==> src/spmw_pkg.sv <==
// Shared constants, register codes and stage types of the pixel mirror writer.
package spmw_pkg;

	// Coordinate and register widths
	localparam int COORD_BITS = 16;
	localparam int OUT_COORD_BITS = 16;
	localparam int CFG_BITS = 17;
	localparam int DEG_BITS = 8;
	localparam int COLOR_BITS = 32;
	localparam int DIGIT_BITS = 8;
	localparam int IDX_BITS = 3;

	localparam logic [COLOR_BITS-1:0] STRIPE_OFS = 32'd8;

	// Symmetry modes
	localparam logic [3:0] MODE_NONE      = 4'd0;
	localparam logic [3:0] MODE_XAXIS     = 4'd1;
	localparam logic [3:0] MODE_YAXIS     = 4'd2;
	localparam logic [3:0] MODE_XYAXIS    = 4'd3;
	localparam logic [3:0] MODE_ORIGIN    = 4'd4;
	localparam logic [3:0] MODE_XBASIN    = 4'd5;
	localparam logic [3:0] MODE_XYBASIN   = 4'd6;
	localparam logic [3:0] MODE_XBASIN_S  = 4'd7;
	localparam logic [3:0] MODE_XYBASIN_S = 4'd8;

	// Register indexes
	localparam logic [IDX_BITS-1:0] REG_MODE   = 3'd0;
	localparam logic [IDX_BITS-1:0] REG_XSUM   = 3'd1;
	localparam logic [IDX_BITS-1:0] REG_YSUM   = 3'd2;
	localparam logic [IDX_BITS-1:0] REG_XLOW   = 3'd3;
	localparam logic [IDX_BITS-1:0] REG_YLOW   = 3'd4;
	localparam logic [IDX_BITS-1:0] REG_WIDTH  = 3'd5;
	localparam logic [IDX_BITS-1:0] REG_HEIGHT = 3'd6;
	localparam logic [IDX_BITS-1:0] REG_DEGREE = 3'd7;

	typedef struct packed {
		logic [3:0]          mode;
		logic [CFG_BITS-1:0] x_sum;
		logic [CFG_BITS-1:0] y_sum;
		logic [CFG_BITS-1:0] x_low;
		logic [CFG_BITS-1:0] y_low;
		logic [CFG_BITS-1:0] width;
		logic [CFG_BITS-1:0] height;
		logic [DEG_BITS-1:0] degree;
	} cfg_t;

	// One item as it travels down the pipeline
	typedef struct packed {
		logic [COORD_BITS-1:0] x;
		logic [COORD_BITS-1:0] y;
		logic [CFG_BITS:0]     xd;
		logic [CFG_BITS:0]     yd;
		logic [COORD_BITS-1:0] xm;
		logic [COORD_BITS-1:0] ym;
		logic [3:0]            mode;
		logic [3:0]            mask;
		logic                  bx;
		logic                  bxy;
		logic                  stripe;
		logic [COLOR_BITS-1:0] c;
		logic [COLOR_BITS-1:0] cu;
		logic [COLOR_BITS-1:0] c1;
		logic [COLOR_BITS-1:0] a1;
		logic [COLOR_BITS-1:0] a2;
		logic [DEG_BITS-1:0]   ra;
		logic [DEG_BITS-1:0]   rb;
	} pipe_t;

endpackage

==> src/spmw_prep.sv <==
// Entry logic: coordinate mirror differences, stripe and effective mode.
module spmw_prep import spmw_pkg::*; (
	input  logic [15:0] px,
	input  logic [15:0] py,
	input  logic [31:0] pcolor,
	input  cfg_t        cfg,
	output pipe_t       item
);

	logic [3:0] m;
	logic       stripe;

	always_comb begin
		item = '0;
		m = cfg.mode;
		stripe = (m == MODE_XBASIN_S || m == MODE_XYBASIN_S) && (pcolor > STRIPE_OFS);
		// inside colour of the both-axes basin falls back to plain both axes
		if ((m == MODE_XYBASIN || m == MODE_XYBASIN_S) && pcolor == '0) begin
			m = MODE_XYAXIS;
		end
		item.x = px[COORD_BITS-1:0];
		item.y = py[COORD_BITS-1:0];
		item.xd = {1'b0, cfg.x_sum} - (CFG_BITS+1)'(item.x);
		item.yd = {1'b0, cfg.y_sum} - (CFG_BITS+1)'(item.y);
		item.mode = m;
		item.bx = (m == MODE_XBASIN || m == MODE_XBASIN_S);
		item.bxy = (m == MODE_XYBASIN || m == MODE_XYBASIN_S);
		item.stripe = stripe;
		item.c = pcolor;
		item.cu = pcolor - (stripe ? STRIPE_OFS : '0);
	end

endmodule

==> src/spmw_check.sv <==
// Bound checks, write mask and partner colour of the basin modes.
module spmw_check import spmw_pkg::*; (
	input  pipe_t               item_in,
	input  cfg_t                cfg,
	input  logic [DEG_BITS-1:0] deg,
	output pipe_t               item_out
);

	logic                  xrep;
	logic                  yrep;
	logic                  xhi;
	logic                  xok;
	logic                  yok;
	logic [COLOR_BITS-1:0] deg32;
	logic [COLOR_BITS-1:0] hp2;

	always_comb begin
		item_out = item_in;
		// a mirror must be non-negative and fit the coordinate width
		xrep = !item_in.xd[CFG_BITS] && (item_in.xd[CFG_BITS-1:COORD_BITS] == '0);
		yrep = !item_in.yd[CFG_BITS] && (item_in.yd[CFG_BITS-1:COORD_BITS] == '0);
		xhi = xrep && (item_in.xd[CFG_BITS-1:0] < cfg.width);
		xok = xhi && ($signed(item_in.xd) > $signed({cfg.x_low[CFG_BITS-1], cfg.x_low}));
		yok = yrep && (item_in.yd[CFG_BITS-1:0] < cfg.height)
			&& ($signed(item_in.yd) > $signed({cfg.y_low[CFG_BITS-1], cfg.y_low}));
		item_out.xm = item_in.xd[COORD_BITS-1:0];
		item_out.ym = item_in.yd[COORD_BITS-1:0];

		// partner colour, all arithmetic wraps
		deg32 = COLOR_BITS'(deg);
		hp2 = COLOR_BITS'(deg[DEG_BITS-1:1]) + 32'd2;
		item_out.c1 = (item_in.cu < hp2) ? (hp2 - item_in.cu) : (hp2 + deg32 - item_in.cu);
		item_out.a1 = deg32 + 32'd1 - item_in.cu;

		// slots: original, x mirrored, y mirrored, both mirrored
		item_out.mask = 4'b0001;
		case (item_in.mode) inside
			MODE_XAXIS, MODE_XBASIN, MODE_XBASIN_S: item_out.mask[2] = yok;
			MODE_YAXIS: item_out.mask[1] = xok;
			MODE_XYAXIS: item_out.mask = {yok && xhi, yok, xok, 1'b1};
			MODE_ORIGIN: item_out.mask[3] = yok && xhi;
			MODE_XYBASIN, MODE_XYBASIN_S: item_out.mask = {yok && xhi, yok, xhi, 1'b1};
			default: ;
		endcase
	end

endmodule

==> src/spmw_rem_step.sv <==
// One digit of the two remainder lanes: restoring steps over eight dividend bits.
module spmw_rem_step import spmw_pkg::*; (
	input  logic [DEG_BITS-1:0]   deg,
	input  logic [DEG_BITS-1:0]   ra_in,
	input  logic [DEG_BITS-1:0]   rb_in,
	input  logic [DIGIT_BITS-1:0] da,
	input  logic [DIGIT_BITS-1:0] db,
	output logic [DEG_BITS-1:0]   ra_out,
	output logic [DEG_BITS-1:0]   rb_out
);

	logic [DEG_BITS:0]   ta;
	logic [DEG_BITS:0]   tb;
	logic [DEG_BITS-1:0] ra;
	logic [DEG_BITS-1:0] rb;

	// remainder stays below deg, so the shifted value is below twice deg
	always_comb begin
		ra = ra_in;
		rb = rb_in;
		ta = '0;
		tb = '0;
		for (int i = DIGIT_BITS - 1; i >= 0; i--) begin
			ta = {ra, da[i]};
			tb = {rb, db[i]};
			if (ta >= {1'b0, deg}) begin
				ta = ta - {1'b0, deg};
			end
			if (tb >= {1'b0, deg}) begin
				tb = tb - {1'b0, deg};
			end
			ra = ta[DEG_BITS-1:0];
			rb = tb[DEG_BITS-1:0];
		end
		ra_out = ra;
		rb_out = rb;
	end

endmodule

==> src/spmw_emit.sv <==
// Output stage: final colours per slot, then one pixel write per word.
module spmw_emit import spmw_pkg::*; (
	input  logic        clk,
	input  logic        arst_n,
	input  logic        ld_valid,
	input  pipe_t       item,
	output logic        ld_ready,
	output logic        out_valid,
	input  logic        out_stall,
	output logic [15:0] wx,
	output logic [15:0] wy,
	output logic [31:0] wcolor,
	output logic        last
);

	logic [3:0]                    pend_q;
	logic [OUT_COORD_BITS-1:0]     slot_x_q [4];
	logic [OUT_COORD_BITS-1:0]     slot_y_q [4];
	logic [COLOR_BITS-1:0]         slot_c_q [4];
	logic [3:0]                    rest;
	logic [1:0]                    sel;
	logic                          out_fire;
	logic                          ld_fire;
	logic [COLOR_BITS-1:0]         sofs;

	// lowest pending slot goes out first
	assign rest = pend_q & (pend_q - 4'd1);
	assign out_valid = (pend_q != '0);
	assign last = out_valid && (rest == '0);
	assign out_fire = out_valid && !out_stall;
	assign ld_ready = !out_valid || (out_fire && last);
	assign ld_fire = ld_valid && ld_ready;
	assign sofs = item.stripe ? STRIPE_OFS : '0;

	always_comb begin
		if (pend_q[0]) begin
			sel = 2'd0;
		end else if (pend_q[1]) begin
			sel = 2'd1;
		end else if (pend_q[2]) begin
			sel = 2'd2;
		end else begin
			sel = 2'd3;
		end
	end

	assign wx = slot_x_q[sel];
	assign wy = slot_y_q[sel];
	assign wcolor = slot_c_q[sel];

	// pending slots
	always_ff @(posedge clk or negedge arst_n) begin
		if (!arst_n) begin
			pend_q <= '0;
		end else if (ld_fire) begin
			pend_q <= item.mask;
		end else if (out_fire) begin
			pend_q <= rest;
		end
	end

	// slot words, colours of the basin modes resolved here
	always_ff @(posedge clk) begin
		if (ld_fire) begin
			slot_x_q[0] <= OUT_COORD_BITS'(item.x);
			slot_y_q[0] <= OUT_COORD_BITS'(item.y);
			slot_c_q[0] <= item.c;
			slot_x_q[1] <= OUT_COORD_BITS'(item.xm);
			slot_y_q[1] <= OUT_COORD_BITS'(item.y);
			slot_c_q[1] <= item.bxy ? (item.c1 + sofs) : item.c;
			slot_x_q[2] <= OUT_COORD_BITS'(item.x);
			slot_y_q[2] <= OUT_COORD_BITS'(item.ym);
			slot_c_q[2] <= (item.bx || item.bxy)
				? (COLOR_BITS'(item.ra) + 32'd1 + sofs) : item.c;
			slot_x_q[3] <= OUT_COORD_BITS'(item.xm);
			slot_y_q[3] <= OUT_COORD_BITS'(item.ym);
			slot_c_q[3] <= item.bxy ? (COLOR_BITS'(item.rb) + 32'd1 + sofs) : item.c;
		end
	end

	// a loaded item always shows its first word next cycle
	a_load_shows: assert property (@(posedge clk) disable iff (!arst_n)
		ld_fire |=> out_valid)
		else $error("loaded item not presented");

	// the final word of an item empties the stage unless another is loaded
	a_last_empties: assert property (@(posedge clk) disable iff (!arst_n)
		(out_fire && last && !ld_valid) |=> !out_valid)
		else $error("words left after final word");

endmodule

==> src/symmetric_pixel_mirror_writer_top.sv <==
// Top level of the symmetric pixel mirror writer: config, pipeline and output.
//
//  channel | direction | handshake            | word
//  --------+-----------+----------------------+-------------------------------
//  in      | in        | in_valid / in_stall  | px, py, pcolor, abort
//  out     | out       | out_valid / out_stall| wx, wy, wcolor, last
//  cfg     | in        | cfg_we               | cfg_idx, cfg_wdata
//
// An input word is taken every cycle while the output keeps up; after acceptance
// it passes through seven pipeline stages (four of them the digit steps of the
// two remainder lanes) and then the output stage.
// An item then holds the output for one cycle per pixel write, one to four writes,
// while out_stall is low, so the sustained rate is set by the single output port.
// Reset clears all valid bits and loads the register defaults; nothing to sweep.
// out_stall backs up stage by stage; bubbles are filled, nothing is dropped.
module symmetric_pixel_mirror_writer_top import spmw_pkg::*; (
	input  logic                clk,
	input  logic                arst_n,
	input  logic                in_valid,
	output logic                in_stall,
	input  logic [15:0]         px,
	input  logic [15:0]         py,
	input  logic [31:0]         pcolor,
	input  logic                abort,
	output logic                out_valid,
	input  logic                out_stall,
	output logic [15:0]         wx,
	output logic [15:0]         wy,
	output logic [31:0]         wcolor,
	output logic                last,
	input  logic                cfg_we,
	input  logic [IDX_BITS-1:0] cfg_idx,
	input  logic [CFG_BITS-1:0] cfg_wdata
);

	cfg_t                cfg_q;
	logic [DEG_BITS-1:0] deg;

	logic  v_s1, v_s2, v_s3, v_s4, v_s5, v_s6, v_s7;
	logic  en_s1, en_s2, en_s3, en_s4, en_s5, en_s6, en_s7;
	pipe_t pipe_s1, pipe_s2, pipe_s3, pipe_s4, pipe_s5, pipe_s6, pipe_s7;
	pipe_t prep_d, check_d, a2_d, rem4_d, rem5_d, rem6_d, rem7_d;
	logic [DEG_BITS-1:0] ra4, rb4, ra5, rb5, ra6, rb6, ra7, rb7;
	logic  ld_ready;
	logic  in_fire;

	// configuration registers
	always_ff @(posedge clk or negedge arst_n) begin
		if (!arst_n) begin
			cfg_q.mode   <= MODE_NONE;
			cfg_q.x_sum  <= '0;
			cfg_q.y_sum  <= '0;
			cfg_q.x_low  <= '0;
			cfg_q.y_low  <= '0;
			cfg_q.width  <= 17'd640;
			cfg_q.height <= 17'd480;
			cfg_q.degree <= 8'd3;
		end else if (cfg_we) begin
			unique case (cfg_idx)
				REG_MODE:   cfg_q.mode   <= cfg_wdata[3:0];
				REG_XSUM:   cfg_q.x_sum  <= cfg_wdata;
				REG_YSUM:   cfg_q.y_sum  <= cfg_wdata;
				REG_XLOW:   cfg_q.x_low  <= cfg_wdata;
				REG_YLOW:   cfg_q.y_low  <= cfg_wdata;
				REG_WIDTH:  cfg_q.width  <= cfg_wdata;
				REG_HEIGHT: cfg_q.height <= cfg_wdata;
				REG_DEGREE: cfg_q.degree <= cfg_wdata[DEG_BITS-1:0];
				default: ;
			endcase
		end
	end

	// degree zero behaves as one
	assign deg = (cfg_q.degree == '0) ? DEG_BITS'(1) : cfg_q.degree;

	// stage advance, each stage moves when empty or when the next one moves
	assign en_s7 = !v_s7 || ld_ready;
	assign en_s6 = !v_s6 || en_s7;
	assign en_s5 = !v_s5 || en_s6;
	assign en_s4 = !v_s4 || en_s5;
	assign en_s3 = !v_s3 || en_s4;
	assign en_s2 = !v_s2 || en_s3;
	assign en_s1 = !v_s1 || en_s2;
	assign in_stall = !en_s1;
	assign in_fire = in_valid && en_s1;

	// stage logic
	spmw_prep u_prep (
		.px     (px),
		.py     (py),
		.pcolor (pcolor),
		.cfg    (cfg_q),
		.item   (prep_d)
	);

	spmw_check u_check (
		.item_in  (pipe_s1),
		.cfg      (cfg_q),
		.deg      (deg),
		.item_out (check_d)
	);

	always_comb begin
		a2_d = pipe_s2;
		a2_d.a2 = COLOR_BITS'(deg) + 32'd1 - pipe_s2.c1;
		a2_d.ra = '0;
		a2_d.rb = '0;
	end

	always_comb begin
		rem4_d = pipe_s3;
		rem4_d.ra = ra4;
		rem4_d.rb = rb4;
		rem5_d = pipe_s4;
		rem5_d.ra = ra5;
		rem5_d.rb = rb5;
		rem6_d = pipe_s5;
		rem6_d.ra = ra6;
		rem6_d.rb = rb6;
		rem7_d = pipe_s6;
		rem7_d.ra = ra7;
		rem7_d.rb = rb7;
	end

	// remainder lanes, most significant digit first
	spmw_rem_step u_rem4 (
		.deg (deg), .ra_in (pipe_s3.ra), .rb_in (pipe_s3.rb),
		.da (pipe_s3.a1[31:24]), .db (pipe_s3.a2[31:24]),
		.ra_out (ra4), .rb_out (rb4)
	);

	spmw_rem_step u_rem5 (
		.deg (deg), .ra_in (pipe_s4.ra), .rb_in (pipe_s4.rb),
		.da (pipe_s4.a1[23:16]), .db (pipe_s4.a2[23:16]),
		.ra_out (ra5), .rb_out (rb5)
	);

	spmw_rem_step u_rem6 (
		.deg (deg), .ra_in (pipe_s5.ra), .rb_in (pipe_s5.rb),
		.da (pipe_s5.a1[15:8]), .db (pipe_s5.a2[15:8]),
		.ra_out (ra6), .rb_out (rb6)
	);

	spmw_rem_step u_rem7 (
		.deg (deg), .ra_in (pipe_s6.ra), .rb_in (pipe_s6.rb),
		.da (pipe_s6.a1[7:0]), .db (pipe_s6.a2[7:0]),
		.ra_out (ra7), .rb_out (rb7)
	);

	// valid bits; an aborted word is taken but leaves a bubble
	always_ff @(posedge clk or negedge arst_n) begin
		if (!arst_n) begin
			v_s1 <= 1'b0;
			v_s2 <= 1'b0;
			v_s3 <= 1'b0;
			v_s4 <= 1'b0;
			v_s5 <= 1'b0;
			v_s6 <= 1'b0;
			v_s7 <= 1'b0;
		end else begin
			if (en_s1) v_s1 <= in_valid && !abort;
			if (en_s2) v_s2 <= v_s1;
			if (en_s3) v_s3 <= v_s2;
			if (en_s4) v_s4 <= v_s3;
			if (en_s5) v_s5 <= v_s4;
			if (en_s6) v_s6 <= v_s5;
			if (en_s7) v_s7 <= v_s6;
		end
	end

	// pipeline payload
	always_ff @(posedge clk) begin
		if (en_s1) pipe_s1 <= prep_d;
		if (en_s2) pipe_s2 <= check_d;
		if (en_s3) pipe_s3 <= a2_d;
		if (en_s4) pipe_s4 <= rem4_d;
		if (en_s5) pipe_s5 <= rem5_d;
		if (en_s6) pipe_s6 <= rem6_d;
		if (en_s7) pipe_s7 <= rem7_d;
	end

	spmw_emit u_emit (
		.clk       (clk),
		.arst_n    (arst_n),
		.ld_valid  (v_s7),
		.item      (pipe_s7),
		.ld_ready  (ld_ready),
		.out_valid (out_valid),
		.out_stall (out_stall),
		.wx        (wx),
		.wy        (wy),
		.wcolor    (wcolor),
		.last      (last)
	);

	// input is held off only when the first stage is occupied
	a_stall_full: assert property (@(posedge clk) disable iff (!arst_n)
		in_stall |-> v_s1)
		else $error("input stalled with empty first stage");

	// an aborted word never enters the pipeline
	a_abort_drop: assert property (@(posedge clk) disable iff (!arst_n)
		(in_fire && abort) |=> !v_s1)
		else $error("aborted word entered pipeline");

	// a blocked last stage keeps its item
	a_s7_hold: assert property (@(posedge clk) disable iff (!arst_n)
		(v_s7 && !ld_ready) |=> (v_s7 && $stable(pipe_s7)))
		else $error("last stage lost its item under stall");

endmodule

==> config.mk <==
export PLATFORM = sky130hd
export DESIGN_NAME = symmetric_pixel_mirror_writer_top
export DESIGN_NICKNAME = d
export VERILOG_FILES = /design/src/spmw_pkg.sv /design/src/spmw_prep.sv /design/src/spmw_check.sv /design/src/spmw_rem_step.sv /design/src/spmw_emit.sv /design/src/symmetric_pixel_mirror_writer_top.sv
export SDC_FILE = /design/constraint.sdc
export NUM_CORES = 2
export LEC_CHECK = 0
export ABC_CLOCK_PERIOD_IN_PS = 23400
export BUFFER_PORTS_ARGS = -buffer_cell sky130_fd_sc_hd__buf_2
export CORE_MARGIN = 3
export CORE_UTILIZATION = 55
export CTS_BUF_LIST = sky130_fd_sc_hd__clkbuf_8 sky130_fd_sc_hd__clkbuf_16
export DETAILED_ROUTE_END_ITERATION = 8
export PLACE_DENSITY = 0.71
export SLEW_MARGIN = 15
export SYNTH_ARGS = -nofsm -noshare
export SYNTH_HDL_FRONTEND = slang
export SYNTH_SLANG_ARGS = --single-unit
==> constraint.sdc <==
create_clock -name clk -period 23.4 [get_ports clk]
set_clock_uncertainty 0.1 [all_clocks]
set_input_delay 1.17 -clock clk [delete_from_list [all_inputs] [get_ports clk]]
set_output_delay 1.17 -clock clk [all_outputs]
set_load 0.005 [all_outputs]
=== Word level (Yosys, flattened, before mapping) ===
Memory sizes are Yosys's and may differ from the RTL's.
Cells that the tools add are included.

* Add/sub/neg operators: 80
* $lt $le $gt $ge: 70
* Equal/unequal tests: 22
* Multiplexer cells: 91
* Bitwise logic cells: 3
* Reduce and logical (&&, ||, !) cells: 57

{| class="wikitable"
|+ Operator list
! cell !! number
|-
| $ge 9x8->1 || 62
|-
| $mux 8 || 65
|-
| $sub 8x8->8 || 62
|-
| $sub 32x32->32 || 5
|-
| $mux 32 || 4
|-
| $add 32x32->32 || 3
|-
| $eq 4x3->1 const B || 9
|-
| $gt 18x17->1 || 2
|-
| $sub 17x16->18 || 2
|-
| $lt 17x17->1 || 2
|-
| $add 32x8->32 || 1
|-
| $gt 32x4->1 const B || 1
|-
| $logic_not 32->1 || 1
|-
| $lt 32x32->1 || 1
|-
| $add 8x1->9 const B || 3
|-
| $mux 4 || 5
|-
| $ge 1x8->1 || 2
|-
| $reduce_and 2->1 || 8
|-
| $sub 1x8->8 || 2
|-
| $mux 1 || 15
|-
| $logic_and 1x1->1 || 14
|-
| $logic_not 1->1 || 13
|-
| $logic_or 1x1->1 || 13
|-
| $eq 3x3->1 const B || 4
|-
| other kinds (18) || 24
|}

* Bits in registers: 1,324
* RAM bits: 256
* Bits of input ports: 90
* Output and inout port bits: 67
* Word-level logic and storage cells: 431
* Memories kept: 3

{| class="wikitable"
|+ Memories
! memory !! depth !! bits a word !! read ports !! clocked after memory_dff !! wr ports !! line !! text
|-
| u_emit.slot_c_q || 4 || 32 || 1 || 0 || 4 || spmw_emit.sv:19 || <nowiki>logic [COLOR_BITS-1:0] slot_c_q [4];</nowiki>
|-
| u_emit.slot_x_q || 4 || 16 || 1 || 0 || 4 || spmw_emit.sv:17 || <nowiki>logic [OUT_COORD_BITS-1:0] slot_x_q [4];</nowiki>
|-
| u_emit.slot_y_q || 4 || 16 || 1 || 0 || 4 || spmw_emit.sv:18 || <nowiki>logic [OUT_COORD_BITS-1:0] slot_y_q [4];</nowiki>
|}

=== Logic depth before layout (Yosys ltp) ===
* Depth in word-level cells: 18
* Depth in mapped cells: 97
* Mapped depth without buffers: 91

=== By module ===
From an unflattened synthesis, not the netlist that was laid out.

* Cells, all modules: 8,446
* Area total of the unflattened synthesis: 113,189.8 um2

{| class="wikitable"
|+ By module, submodules not included
! module !! times used !! cells an instance !! area each (um2) !! seq. area each (um2)
|-
| symmetric_pixel_mirror_writer_top || 1 || 2,352 || 64,005.1 || 61,443.9
|-
| spmw_rem_step (u_rem5 ...) || 2 || 1,016 || 7,697.4 || 0.0
|-
| spmw_emit || 1 || 723 || 9,140.0 || 5,865.6
|-
| spmw_rem_step (u_rem7) || 1 || 990 || 7,566.0 || 0.0
|-
| spmw_rem_step (u_rem4) || 1 || 983 || 7,274.5 || 0.0
|-
| spmw_check || 1 || 807 || 5,845.6 || 0.0
|-
| spmw_prep || 1 || 559 || 3,963.8 || 0.0
|}

=== Least setup slack after synthesis ===
No wires, ideal clock.

* Path kind: register to register
* Start point: reg cfg_q[3] (netlist bit)
* End point: reg pipe_s5[10] (netlist bit) (data pin)
* Setup time: 0.260 ns
* Arrival: 20.639 ns
* Data required time: 23.040 ns
* Setup slack: 2.401 ns
* Stages on the path, launching flop included: 90
* Buffers on the path: 6
* Clock period less this slack: 20.999 ns
* Path through: dfrtp_1 > clkbuf_1 > inv_1 > ha_1 > nand2_1 > o21bai_1 > ha_1 > nand2b_1 > a21boi_0 > o311ai_1 > clkbuf_1 > o21ai_0 > inv_1 > ha_1 > nor2b_1 > o31a_1 > o221ai_1 > o211ai_1 > [54 not listed] > a21oi_1 > o21ai_0 > a21o_1 > a211o_1 > buf_1 > a21oi_1 > ha_1 > nor2b_1 > o21ai_0 > a21boi_0 > o21ai_0 > a21boi_0 > o21a_1 > nor2_1 > o21ai_0 > a21o_1 > o31ai_4 > mux2_2

* Word-level cells in the longest chain between the ends: 18
* Elaborated cells on any way between the ends: 26
* Those cells by class: add/sub (8); order compare (8); mux (9); reduce/logical (1)

{| class="wikitable"
|+ Ends and longest elaborated chain
! element !! line !! text
|-
| from (decl) || symmetric_pixel_mirror_writer_top.sv:36 || <nowiki>cfg_t cfg_q;</nowiki>
|-
| $logic_not 8->1 || symmetric_pixel_mirror_writer_top.sv:74 || <nowiki>assign deg = (cfg_q.degree == '0) ? DEG_BITS'(1) : cfg_q.degree;</nowiki>
|-
| $mux 8 (*) || symmetric_pixel_mirror_writer_top.sv:74 ||
|-
| $sub 8x8->8 or $ge 9x8->1 (tied branches) || spmw_rem_step.sv:27, spmw_rem_step.sv:26 ||
|-
| $mux 8 || spmw_rem_step.sv:26 || <nowiki>if (ta >= {1'b0, deg}) begin</nowiki>
|-
| $sub 8x8->8 or $ge 9x8->1 (tied branches) || spmw_rem_step.sv:27, spmw_rem_step.sv:26 ||
|-
| $mux 8 || spmw_rem_step.sv:26 ||
|-
| $sub 8x8->8 or $ge 9x8->1 (tied branches) || spmw_rem_step.sv:27, spmw_rem_step.sv:26 ||
|-
| $mux 8 || spmw_rem_step.sv:26 ||
|-
| [3 not listed] || -- ||
|-
| $mux 8 || spmw_rem_step.sv:26 ||
|-
| $sub 8x8->8 or $ge 9x8->1 (tied branches) || spmw_rem_step.sv:27, spmw_rem_step.sv:26 ||
|-
| $mux 8 || spmw_rem_step.sv:26 ||
|-
| $sub 8x8->8 or $ge 9x8->1 (tied branches) || spmw_rem_step.sv:27, spmw_rem_step.sv:26 ||
|-
| $mux 8 || spmw_rem_step.sv:26 ||
|-
| $ge 9x8->1 or $sub 8x8->8 (tied branches) || spmw_rem_step.sv:26, spmw_rem_step.sv:27 ||
|-
| $mux 8 (*) || spmw_rem_step.sv:26 ||
|-
| net ra5[2] || symmetric_pixel_mirror_writer_top.sv:43 || <nowiki>logic [DEG_BITS-1:0] ra4, rb4, ra5, rb5, ra6, rb6, ra7, rb7;</nowiki>
|-
| to (signal assigned) || symmetric_pixel_mirror_writer_top.sv:177 || <nowiki>if (en_s5) pipe_s5 <= rem5_d;</nowiki>
|-
| to (decl) || symmetric_pixel_mirror_writer_top.sv:41 || <nowiki>pipe_t pipe_s1, pipe_s2, pipe_s3, pipe_s4, pipe_s5, pipe_s6, pipe_s7;</nowiki>
|}

Mark *: on every way through the listed nets, which the timed path passes. The rest lies on a longest branch.
A chain may end at the register's enable or synchronous reset.

=== Final worst setup path ===
* Start point: reg cfg_q[3] (netlist bit)
* End point: reg pipe_s6[6] (netlist bit) (data pin)

* Word-level cells in the longest chain between the ends: 18
* Elaborated cells on any way between the ends: 26
* Those cells by class: add/sub (8); order compare (8); mux (9); reduce/logical (1)

{| class="wikitable"
|+ Ends and longest elaborated chain
! element !! line !! text
|-
| $logic_not 8->1 || symmetric_pixel_mirror_writer_top.sv:74 ||
|-
| $mux 8 (*) || symmetric_pixel_mirror_writer_top.sv:74 ||
|-
| $sub 8x8->8 or $ge 9x8->1 (tied branches) || spmw_rem_step.sv:30, spmw_rem_step.sv:29 ||
|-
| $mux 8 || spmw_rem_step.sv:29 || <nowiki>if (tb >= {1'b0, deg}) begin</nowiki>
|-
| $sub 8x8->8 or $ge 9x8->1 (tied branches) || spmw_rem_step.sv:30, spmw_rem_step.sv:29 ||
|-
| $mux 8 || spmw_rem_step.sv:29 ||
|-
| $sub 8x8->8 or $ge 9x8->1 (tied branches) || spmw_rem_step.sv:30, spmw_rem_step.sv:29 ||
|-
| $mux 8 || spmw_rem_step.sv:29 ||
|-
| [3 not listed] || -- ||
|-
| $mux 8 || spmw_rem_step.sv:29 ||
|-
| $sub 8x8->8 or $ge 9x8->1 (tied branches) || spmw_rem_step.sv:30, spmw_rem_step.sv:29 ||
|-
| $mux 8 || spmw_rem_step.sv:29 ||
|-
| $sub 8x8->8 or $ge 9x8->1 (tied branches) || spmw_rem_step.sv:30, spmw_rem_step.sv:29 ||
|-
| $mux 8 || spmw_rem_step.sv:29 ||
|-
| $sub 8x8->8 or $ge 9x8->1 (tied branches) || spmw_rem_step.sv:30, spmw_rem_step.sv:29 ||
|-
| $mux 8 (*) || spmw_rem_step.sv:29 ||
|-
| net rb6[6] || symmetric_pixel_mirror_writer_top.sv:43 ||
|-
| to (signal assigned) || symmetric_pixel_mirror_writer_top.sv:178 || <nowiki>if (en_s6) pipe_s6 <= rem6_d;</nowiki>
|-
| to (decl) || symmetric_pixel_mirror_writer_top.sv:41 ||
|}

Marked as above.

==> results.tsv <==
stage	metric	value	unit
clock_network	root buffer selected by CTS	clkbuf_16	
place	Post-DP Area	0.0869	mm²
synthesis	register bit count reported by yosys	1513	
cells_and_area	final design instance area without fill	0.0922	mm²
timing	setup TNS	0	ps
worst_setup_path	R2R cell count	89	
synthesis	Seq/Total Area, Yosys	53.7	%
detailed_routing	initial DRC count	3994	
worst_setup_path	Worst path max stage delay	620	ps
clock_network	clk buf depth	3	
timing	minimum clock period	21590	ps
grt	first-pass GRT wire length	305000	µm
timing	Worst Tran Pin Value	1170	ps
die	Die Y-Extent	396	µm
die	die width	396	µm
clock_network	clk_lat worst skew	780	ps
worst_setup_path	Reg2Reg Launch Point	cfg_q[3]$_DFFE_PN0P_	
synthesis	Avg Cell Area, Syn	12.2	µm²
cells_and_area	Register Area	0.0448	mm²
worst_setup_path	CP dominant cell by count	a21oi_1	
die	initial core utilization	55.5	%
worst_setup_path	crit path kind	reg -> reg	
detailed_routing	DR vias/cell	5.85	
worst_setup_path	Critical Path AT	22020	ps
clock_network	Clk pin slew, worst setup/hold paths	60	ps
timing	Slew HR	21.9	%
grt	total gr overflow	0	
cells_and_area	Fillers	11594	
detailed_routing	Initial DRT Pass Iterations	5	
detailed_routing	DRT antenna net count	0	
timing	final worst path period share	92.3	%
cells_and_area	P&R area growth vs syn	10.4	%
grt	initial antenna violation count	15	
die	io pins	157	
synthesis	Yosys cell types	105	
place	post-place setup slack	1260	ps
grt	vias in the first global route	53988	
hold_path	worst min path class	in -> async	
detailed_routing	wire per inst	21.2	µm
worst_setup_path	CP Launch Type	register	
synthesis	YS warnings	0	
timing	final setup margin	1810	ps
cells_and_area	share of layout cells above drive strength 1	12.0	%
grt	largest net degree at the start of global routing	122	
cells_and_area	Multi-input gate area	0.0363	mm²
die	DIE AREA	0.156	mm²
worst_setup_path	CP endpoint kind	register	
detailed_routing	Via Count	54261	
grt	overall routing resource usage	24.8	%
worst_setup_path	r2r setup slk	1810	ps
worst_setup_path	CP Max Fanout	19	
clock_network	CTS sink cnt	1513	
synthesis	FFs w/ async S/R, synth	8.26	%
place	number of I/O port buffers	156	
worst_setup_path	Critical-path top delay cell	dfrtp_1	
synthesis	top_reg_cell synth	edfxtp_1	
worst_setup_path	required time of the worst setup path	23830	ps
cells_and_area	final net count	7935	
timing	pins over their slew limit	0	
place	hpwl dp	138000	µm
place	placed cell count	8974	
synthesis	Mapped Cells	6865	
clock_network	total CTS buffers	151	
flow_run	Max Cap Violations	0	
place	GPL Wtd Cong	0.908	
run_status	status	finished, final reports clean	
detailed_routing	WL final	197000	µm
cells_and_area	final cell count without fillers	9273	
clock_network	TritonCTS clock tree	done	
synthesis	syn nets	7678	
synthesis	Post-synth EDFFs	1388	
synthesis	mapped cell area	0.0835	mm²
timing	max frequency	46.3	MHz
die	row cnt	142	
clock_network	H-tree levels	4	
timing	final hold violations	0	
timing	setup violators final	0	
timing	setup repair after global routing missed its margin	false	
die	Core Footprint	0.150	mm²
detailed_routing	DRC violations left	0	
worst_setup_path	worst r2r dst	pipe_s6[6]$_DFFE_PP_	
==> cells in the final DEF (no fill, tap or decap), types with 31 or more instances in the layout <==
cell type	instances
a211oi_1	53
a21boi_0	57
a21o_1	144
a21oi_1	355
and2_1	63
and3_1	38
buf_2	155
buf_4	65
clkbuf_16	153
dfrtp_1	114
edfxtp_1	1388
fa_1	74
ha_1	649
inv_1	542
mux2_2	324
mux2i_1	161
nand2_1	380
nand2b_1	92
nand3_1	85
nand4_1	75
nor2_1	449
nor2b_1	152
nor3_1	92
o211ai_1	32
o21a_1	86
o21ai_0	384
o21bai_1	31
or3_1	43
xnor2_1	259
xor2_1	185
==> layout make-up <==
cell class                 instances  share of cell area [%]
sequential                      1513                    48.6
clock inverter                   121                    1.35
multi-input combinational       4711                    39.4
antenna                            9                  0.0244
tap                             2016                    2.74
inverter                         518                    2.13
clock buffer                     158                    4.23
timing repair buffer             227                    1.51
==> per-layer routing <==
layer	vias to the layer above	wire length, µm	track usage, %
met2	1421	95200	42.0
li1	25956	-	-
met4	10	6060	8.17
met5	-	83	0
met1	26535	85500	33.3
met3	339	9870	3.18
==> cell families (layout without fill, tap and decap cells) <==
logic type	after synthesis	count (layout)	share of synthesized area, %
XOR/XNOR	444	444	4.66
flip-flops	1513	1513	53.7
multiplexers	491	491	6.41
AO/OA/AOI/OAI	1421	1421	11.1
other	0	9	0
adder cells (fa/ha/maj)	724	724	11.5
buffers and inverters	641	1024	2.95
AND/OR/NAND/NOR	1631	1631	9.72
==> registers in the layout (all words and copies together), names as in the netlist <==
| register | count |
|---|---|
| v_s3 | 1 |
| v_s5 | 1 |
| u_emit.slot_x_q | 32 |
| v_s7 | 1 |
| pipe_s5 | 182 |
| v_s4 | 1 |
| pipe_s1 | 136 |
| a2_d | 166 |
| pipe_s3 | 198 |
| pipe_s7 | 150 |
| u_emit.pend_q | 4 |
| pipe_s4 | 198 |
| v_s1 | 1 |
| cfg_q | 114 |
| v_s6 | 1 |
| v_s2 | 1 |
| u_emit.slot_c_q | 128 |
| u_emit.slot_y_q | 32 |
| pipe_s6 | 166 |
==> cells in the mapped netlist (57+ instances only) <==
cell	count	area share (%)
edfxtp_1	1388	50
ha_1	649	9.7
inv_1	518	2.3
nor2_1	450	2.0
o21ai_0	386	2.3
nand2_1	384	1.7
a21oi_1	356	2.1
mux2_2	324	4.4
xnor2_1	259	2.7
xor2_1	185	1.9
mux2i_1	161	1.9
nor2b_1	152	1.1
a21o_1	144	1.3
dfrtp_1	117	3.5
nor3_1	93	0.56
nand2b_1	92	0.69
nand3_1	87	0.52
o21a_1	86	0.77
clkbuf_1	75	0.34
nand4_1	75	0.56
fa_1	74	1.8
and2_1	63	0.47
a21boi_0	57	0.51
==> stage by stage <==
step | hold slack (ps) | util [%]
floorplan | 300 | -
global placement | 300 | 57.8
detailed placement | 305 | 57.8
CTS | 230 | 61.2
global route | 264 | 61.3
finish | 253 | 61.3
==> timing repair <==
item | in CTS | in global routing
setup buffers | 0 | 11
hold buffers | 0 | 0
gates resized for setup | 0 | 3
endpoints found under the setup margin | 0 | 32
==> worst max-delay path by stage <==
stage	start	to	slack, ps	cells after the start
after floorplan	cfg_q[3]$_DFFE_PN0P_	pipe_s5[10]$_DFFE_PP_	2400	89
after global placement	cfg_q[4]$_DFFE_PN0P_	pipe_s6[4]$_DFFE_PP_	1660	87
after detailed placement	cfg_q[4]$_DFFE_PN0P_	pipe_s6[4]$_DFFE_PP_	1260	87
after CTS	cfg_q[4]$_DFFE_PN0P_	pipe_s6[4]$_DFFE_PP_	1160	87
after global routing	cfg_q[4]$_DFFE_PN0P_	pipe_s5[10]$_DFFE_PP_	60	81
final	cfg_q[3]$_DFFE_PN0P_	pipe_s6[6]$_DFFE_PP_	1810	89
==> critical path, delay by kind of cell, from the launching register on <==
family	cells	cell delay, ps
flip-flops	1	620
multiplexers	7	2490
AND/OR/NAND/NOR	16	3400
AO/OA/AOI/OAI	49	10750
buffers and inverters	8	1030
adder cells (fa/ha/maj)	9	2920
Power is not shown: default switching activity piles up to over one toggle a cycle in this logic, so the estimate is an artifact.
